<file path="src/spq_ram.sv">
module spq_ram #(
  parameter int WIDTH = 32,
  parameter int DEPTH = 16
) (
  input  logic                     clk,
  input  logic                     we,
  input  logic [$clog2(DEPTH)-1:0] waddr,
  input  logic [WIDTH-1:0]         wdata,
  input  logic                     re,
  input  logic [$clog2(DEPTH)-1:0] raddr,
  output logic [WIDTH-1:0]         rdata
);

  logic [WIDTH-1:0] mem [DEPTH];
  logic [WIDTH-1:0] rdata_r;

  always_ff @(posedge clk) begin
    if (we) begin
      mem[waddr] <= wdata;
    end
    if (re) begin
      rdata_r <= mem[raddr];
    end
  end

  assign rdata = rdata_r;

endmodule

</file>
<file path="config.mk">
export PLATFORM = sky130hd
export DESIGN_NAME = spq_ram
export DESIGN_NICKNAME = d
export VERILOG_FILES = /design/src/spq_ram.sv
export SDC_FILE = /design/constraint.sdc
export NUM_CORES = 1
export LEC_CHECK = 0
export BUFFER_PORTS_ARGS = -buffer_cell sky130_fd_sc_hd__buf_2
export CORE_MARGIN = 2
export CORE_UTILIZATION = 65
export CTS_CLUSTER_DIAMETER = 40
export CTS_CLUSTER_SIZE = 24
export DETAILED_ROUTE_END_ITERATION = 8
export PLACE_DENSITY = 0.83
export REMOVE_ABC_BUFFERS = 1
export SLEW_MARGIN = 20
export SYNTH_ARGS = -nofsm -noshare
export SYNTH_HDL_FRONTEND = slang
export SYNTH_SLANG_ARGS = --single-unit
</file>
<file path="constraint.sdc">
create_clock -name clk -period 6.9 [get_ports clk]
set_clock_uncertainty 0.1 [all_clocks]
set_input_delay 1.035 -clock clk [delete_from_list [all_inputs] [get_ports clk]]
set_output_delay 1.035 -clock clk [all_outputs]
set_load 0.05 [all_outputs]
</file>
==> flow_summary.yaml <==
clock_tree:
  postCtsSetupBuffers: 0
  numClockSinks: 544
  clk_latency_ps: 590
  max-clock-path-buffers: 3
  hold_buffers: 0
  htreeDepth: 2
  clk_pin_slew_ps: 70
  cts_tree: "yes"
  cts-resized-gates: 0
  numCtsBuffers: 50
  clockRootBuffer: "clkbuf_16"
synth:
  yosys-top-cells-area: "edfxtp_1, mux4_2, a22oi_1"
  netlist_instances: 838
  seq_area_frac_synth_pct: 81.0
  synth_top_area_cell: "edfxtp_1"
  synth_common_cells: "edfxtp_1, mux4_2, a22oi_1"
  synth-edff-count: 544
  syn_area_mm2: 0.0202
  syn_area_per_cell_um2: 24.1
  synth_seq_cells: 544
  ys_warn_count: 0
  synth_top_area_share_pct: 81.0
  synth.most_common_cell: "edfxtp_1"
  async_flop_share_pct: 0
  synth_cell_types: 17
  synth_ff_type: "edfxtp_1"
die:
  die-area_mm2: 0.0325
  die_h_um: 180
  row_count: 64
  design.core.area_mm2: 0.0306
  start_util_pct: 66.0
  ioPinCount: 75
  die_w_um: 180
outcome:
  status: "finished, final reports clean"
power_and_ir_drop:
  p_leak_nw: 7.40
  irDropWorstVdd_mv: 0.248
  power.density_mw_per_mm2: 307
  total_power_mw: 7.07
drt:
  vias_per_cell: 6.83
  detail_route.wirelength_um: 44100
  ant_nets: 0
  drt_iter0_markers: 1333
  drc: 0
  wl_per_cell_um: 31.9
  vias: 9451
  dr.pass1.iters: 5
sta:
  tightest_slew_ps: 1140
  max_slew_margin_pct: 24.2
  finalSetupViolations: 0
  grt_setup_unrepaired: "no"
  maxSlewViolCount: 0
  timing.setup.tns_ps: 0
  period_share_pct: 46.7
  clock.fmax_ghz: 0.310
  layout_min_cycle_time_ps: 3220
  final_hold_viol_count: 0
final_layout:
  area.growth.synth_to_final_pct: 14.1
  fin_area_mm2: 0.0230
  utilization_pct: 75.2
  drive_gt1_share_pct: 34.3
  num-nets-final: 988
grt:
  overflow: 0
  grt_pass1_wl_um: 64700
  grt_max_degree: 74
  antenna_found_initial: 3
  grt.total_usage_pct: 27.8
  grt_pass1_vias: 9944
worst_hold_path:
  hold_path.class: "reg -> reg"
setup_path:
  end_kind: "flip-flop"
  cp-start-kind: "input port"
  crit_chain: "clkbuf_8 > buf_4 > mux4_2 > a22oi_1 > nand2_1"
  crit_arrival_ps: 3440
  criticalPathCategory: "in -> reg"
  required_ps: 7120
  crit_fanout: 73
  critPathSlowestCell: "buf_4"
  critPathMaxStageDelay_ps: 670
job:
  cap_violations: 0
placed_design:
  hpwl_um: 20200
  placed_area_mm2: 0.0212
  port_buffers: 74
  gp_congestion: 0.715
[logic make-up (layout without fill, tap and decap cells)]
kind of cell	after synthesis	after routing	synth area share, %
muxes	128	128	14.3
buffers and inverters	43	192	1.10
AOI/OAI and AO/OA	64	64	2.38
other	0	1	0
and+or+nand+nor	59	59	1.25
DFF	544	544	81.0
[worst max-delay path: cells and delay by family]
| family | cells | cell delay [ps] |
|---|---|---|
| buffers and inverters | 2 | 1330 |
| muxes | 1 | 590 |
| AOI/OAI and AO/OA | 1 | 290 |
| and+or+nand+nor | 1 | 100 |
[routing by layer]
layer	part of all wire [%]	vias to the layer above	GRT usage (%)
met5	0.082	-	0
met4	2.8	6	8.68
met3	10	106	6.43
met2	50	619	45.2
met1	37	4880	38.6
li1	-	3840	-
[final cells by class]
class | count | area [um^2]
Fill cell | 1581 | 7570
Clock inverter | 42 | 557
Timing Repair Buffer | 98 | 594
Multi-Input combinational cell | 251 | 3750
Antenna cell | 1 | 2.50
Sequential cell | 544 | 16300
Tap cell | 396 | 495
Clock buffer | 52 | 1280
[report_power, final]
group	switching (mW)	total (mW)	internal (mW)	leakage, nW
combinational	0.244	0.372	0.128	1.57
clock	1.45	2.95	1.50	0.891
sequential	0.0245	3.74	3.72	4.94
[sequential cells by signal, indices dropped and copies added, names as in the netlist]
signal and flops:
mem 512, rdata 32
[metrics by stage]
stage / hold slack (ps) / setup slack [ps] / cells
after detailed placement: 639 / 3100 / 1289
after global placement: 622 / 3170 / 1287
final: 650 / 3680 / 1384
after floorplan: 610 / 2590 / 795
after CTS: 651 / 3620 / 1383
after global routing: 675 / 3420 / 1383
[final timing paths]
path / from / end / slack [ps] / cells past startpoint
min: mem[6][7] / rdata[7] / 650 / 3
min reg2reg: mem[6][7] / rdata[7] / 650 / 3
max reg2reg: mem[3][27] / rdata[27] / 5280 / 3
max: raddr[0] / rdata[27] / 3680 / 5
[cells in the final DEF, fill, tap and decap left out, drive strengths merged]
| cell | Yosys | final |
|---|---|---|
| or3b | 1 | 1 |
| a22oi | 64 | 64 |
| mux4 | 128 | 128 |
| diode | 0 | 1 |
| clkbuf | 17 | 53 |
| nand3 | 1 | 1 |
| nand2 | 33 | 33 |
| buf | 26 | 97 |
| and2 | 1 | 1 |
| nand2b | 2 | 2 |
| nor3 | 4 | 4 |
| nand3b | 2 | 2 |
| clkinvlp | 0 | 1 |
| nor2 | 13 | 13 |
| nor2b | 2 | 2 |
| inv | 0 | 25 |
| clkinv | 0 | 16 |
| edfxtp | 544 | 544 |
Power figures use the tool's default switching activity.
