### config.mk
export PLATFORM = sky130hd
export DESIGN_NAME = spq_cell
export DESIGN_NICKNAME = d
export VERILOG_FILES = /design/src/spq_pkg.sv /design/src/spq_cell.sv
export SDC_FILE = /design/constraint.sdc
export NUM_CORES = 1
export LEC_CHECK = 0
export BUFFER_PORTS_ARGS = -buffer_cell sky130_fd_sc_hd__clkbuf_2
export CORE_MARGIN = 2
export CORE_UTILIZATION = 52
export CTS_CLUSTER_SIZE = 40
export DETAILED_ROUTE_END_ITERATION = 6
export GPL_ROUTABILITY_DRIVEN = 0
export PLACE_DENSITY = 0.76
export SETUP_SLACK_MARGIN = 0.02
export SYNTH_ARGS = -nofsm -noshare
export SYNTH_HDL_FRONTEND = slang
export SYNTH_SLANG_ARGS = --single-unit
### constraint.sdc
create_clock -name clk -period 2.5 [get_ports clk]
set_clock_uncertainty 0.05 [all_clocks]
set_input_delay 0 -clock clk [delete_from_list [all_inputs] [get_ports clk]]
set_output_delay 0 -clock clk [all_outputs]
set_load 0.02 [all_outputs]
### src/spq_pkg.sv
package spq_pkg;

  // Defaults for the top-level parameters
  localparam int LEVELS_DEF      = 10;
  localparam int LEVEL_DEPTH_DEF = 16;
  localparam int DATA_WIDTH_DEF  = 32;

  // Fixed field widths of the item channels
  localparam int PRIO_W    = 4;
  localparam int PAYLOAD_W = 32;
  localparam int STATUS_W  = 3;

  typedef enum logic {
    OP_ENQ = 1'b0,
    OP_DEQ = 1'b1
  } op_t;

  typedef enum logic [STATUS_W-1:0] {
    ST_ENQUEUED = 3'd0,
    ST_DEQUEUED = 3'd1,
    ST_EMPTY    = 3'd2,
    ST_BAD_PRIO = 3'd3,
    ST_FULL     = 3'd4
  } status_t;

  // Per-level flags reported by each cell
  typedef struct packed {
    logic full;      // level holds LEVEL_DEPTH items
    logic sel;       // highest non-empty level, wins a dequeue
  } cell_stat_t;

endpackage

### src/spq_cell.sv
module spq_cell #(
  parameter int LEVEL_DEPTH = 16
) (
  input  logic                           clk,
  input  logic                           rst_n,
  input  logic                           enq_en,
  input  logic                           deq_en,
  input  logic                           higher_in,
  output logic                           higher_out,
  output spq_pkg::cell_stat_t            stat,
  output logic [$clog2(LEVEL_DEPTH)-1:0] head,
  output logic [$clog2(LEVEL_DEPTH)-1:0] tail
);
  import spq_pkg::*;

  localparam int PTR_W = $clog2(LEVEL_DEPTH);
  localparam int CNT_W = $clog2(LEVEL_DEPTH + 1);
  localparam logic [PTR_W-1:0] PTR_LAST = PTR_W'(LEVEL_DEPTH - 1);
  localparam logic [CNT_W-1:0] CNT_FULL = CNT_W'(LEVEL_DEPTH);

  logic [PTR_W-1:0] head_r, head_nxt;
  logic [PTR_W-1:0] tail_r, tail_nxt;
  logic [CNT_W-1:0] cnt_r, cnt_nxt;
  logic             nonempty;
  logic             do_enq;
  logic             do_deq;

  assign nonempty   = (cnt_r != '0);
  assign higher_out = higher_in | nonempty;
  assign stat.full  = (cnt_r == CNT_FULL);
  assign stat.sel   = nonempty & ~higher_in;
  assign head       = head_r;
  assign tail       = tail_r;

  assign do_enq = enq_en & ~stat.full;
  assign do_deq = deq_en & stat.sel;

  always_comb begin
    head_nxt = head_r;
    tail_nxt = tail_r;
    cnt_nxt  = cnt_r;
    if (do_enq) begin
      tail_nxt = (tail_r == PTR_LAST) ? '0 : tail_r + 1'b1;
      cnt_nxt  = cnt_r + 1'b1;
    end else if (do_deq) begin
      head_nxt = (head_r == PTR_LAST) ? '0 : head_r + 1'b1;
      cnt_nxt  = cnt_r - 1'b1;
    end
  end

  always_ff @(posedge clk) begin
    if (!rst_n) begin
      head_r <= '0;
      tail_r <= '0;
      cnt_r  <= '0;
    end else begin
      head_r <= head_nxt;
      tail_r <= tail_nxt;
      cnt_r  <= cnt_nxt;
    end
  end

endmodule

==> reports/metrics.cfg <==
[power_and_ir_drop]
powerDensity_nw_per_um2=984.0
peakVddDrop_mv=0.5890
leakagePower_nw=0.4190

[sta]
drv_slew=0
fin_crit_ns=2.282
worst_slew_pin_slew_ns=0.4506
fmax_mhz=438.2
setup_slack_ns=0.2177
finalSetupViolations=0
fin_crit_sh_pct=91.29
rsz0062_at_grt=false
hold_violations=0
fin_tns_setup_ns=0
relSlewSlack_pct=69.69

[critical_path]
crit_chain=or4_1 > o21ai_4 > ha_1 > a211oi_1 > nor2_1 > o21ai_0 > mux2i_1
slowest_stage=or4_1
cp-end-kind=register
cp_top_family=simple AND/OR/NAND/NOR gates
crit_path_start_kind=register
cp-startpoint=cnt_r[0]$_SDFFE_PN0P_
worstReg2RegStart=cnt_r[0]$_SDFFE_PN0P_
required_ns=2.61
arrival_ns=2.39
cp_max_fo=7
crit_type=reg -> reg
path_buf_inv=0
cpPeakStageDelay_ns=0.61

[run]
max_cap_violations=0

[floorplanning]
num_io_pins=16
num_rows=14
start_util_pct=54.98
core_sq_um=1506
die_y_um=43.91
dieWidth_um=43.91
dieArea_sq_um=1928

[routing]
drt_iter0_drc=5
firstDrtPassIters=4
drc=0
routed_via_density=5.768
antenna_left=0
wirelength_um=1561
num_vias=721
wire_per_inst_um=12.49

[layout]
syn2layout_area_growth_pct=14.65
drive_above_1_share_pct=23.85
antenna_cells=0
layout_common_cells=nand2_1, clkbuf_2, dfxtp_1
final_nets=121
final_cell_area_sq_um=949.7
post-route-util_pct=63.04
fill_cells=135

[grt]
grt_pass1_wl_um=2725
gr-usage-all-layers_pct=19.03
grt_pass1_vias=656
overflow=0
antenna_found_initial=0
grt_max_degree=18

[clock_network]
cts.sinks=13
postCtsSetupRepairBufs=0
cts_tree=built
cts_root_buffer=clkbuf_4
cts_resized=0
cts_max_path_buffers=2
clock_latency_ns=0.27
clk_pin_slew_worst_paths_ns=0.08
cts_inserted_buffers=3
ctsHoldBuffers=0
cts_max_level=1

[synth]
ys_ff_latch=13
synth_top_cells_by_area=dfxtp_1, ha_1, mux2i_1
synth_cell_types=35
synth_area_per_cell_sq_um=9.102
yosysSeqAreaShare_pct=31.42
netlist.area_leader.share_pct=31.42
ys_warn_count=0
syn_area_sq_um=828.3
synth.net_count=102
synth.largest_area_cell=dfxtp_1
postSynthCellCount=91

[placement]
port_buffers=15
hpwl_um=1212
placed_cell_area_sq_um=923.4
dp_slack_ns=0.2551

[hold_path]
worstHoldStart=deq_en
hold_class=in -> reg

[outcome]
status=completed

-- layer usage --
metal | vias up | GRT usage, % | routed length [um]
li1 | 366 | - | -
met1 | 336 | 22.96 | 681
met2 | 17 | 32.94 | 785
met3 | 2 | 3.750 | 83
met4 | 0 | 7.273 | 11
met5 | - | 0 | 0
-- Yosys cell counts, drive strengths merged --
library cell	instances
nand2	15
dfxtp	13
nor2	7
mux2i	6
ha	5
nand3	4
o21ai	4
a21boi	3
a21oi	3
inv	3
a211oi	2
a311o	2
clkbuf	2
nand2b	2
nor2b	2
o21a	2
o221a	2
and2	1
and3	1
buf	1
fa	1
nor4	1
o2111ai	1
o211ai	1
o2bb2ai	1
o31ai	1
o41ai	1
or3	1
or4	1
xnor2	1
xor2	1
-- logic make-up after synthesis --
kind of cell               count (synthesis)  synth area share (%)
xor gates and xnor gates                   2                 2.115
muxes                                      6                 7.251
and+or+nand+nor                           35                 19.64
DFF                                       13                 31.42
buffers and inverters                      6                 3.173
adders and majority gates                  6                 9.970
AOI/OAI and AO/OA                         23                 26.44
-- area by class of cell --
type / count / area, sq um / share of cell area (%)
Sequential cell: 13 / 260.3 / 27.40
Timing Repair Buffer: 17 / 90.09 / 9.486
Tap cell: 16 / 20.02 / 2.108
Multi-Input combinational cell: 72 / 541.8 / 57.05
Clock buffer: 4 / 26.28 / 2.767
Inverter: 3 / 11.26 / 1.186
-- worst reg2reg max path: cells and delay by family, from the launching register on --
family / cells / cell delay [ns]
adders and majority gates: 1 / 0.26
and+or+nand+nor: 2 / 0.70
AOI/OAI and AO/OA: 3 / 0.69
muxes: 1 / 0.09
DFF: 1 / 0.38
-- state kept, by name, summed over array words and instances (netlist names) --
register	cells
head	4
cnt_r	5
tail	4
-- power by group --
part | switching [mW] | internal, mW | total [mW]
combinational | 0.274 | 0.206 | 0.481
clock | 0.0680 | 0.0617 | 0.130
sequential | 0.0704 | 0.254 | 0.324
total | 0.413 | 0.522 | 0.934
-- through the flow --
stage | hold slack [ns] | total power [mW] | cells
CTS | 0.02823 | 0.9415 | 125
floorplan | 0.02686 | 0.7057 | 91
finish | 0.03185 | 0.9344 | 125
global placement | 0.2231 | 0.7963 | 121
global route | 0.05386 | 1.020 | 125
detailed placement | 0.2349 | 0.8081 | 121
-- final timing paths --
check                     endpoint  depth (start not counted)  slack (ns)
min reg2reg   head[0]$_SDFFE_PN0P_                          2        0.47
max reg2reg  cnt_r[3]$_SDFFE_PN0P_                          7        0.22
max          cnt_r[3]$_SDFFE_PN0P_                          7        0.22
min          cnt_r[4]$_SDFFE_PN0P_                          3        0.03
Note: power is estimated with default switching activity, not from simulation.
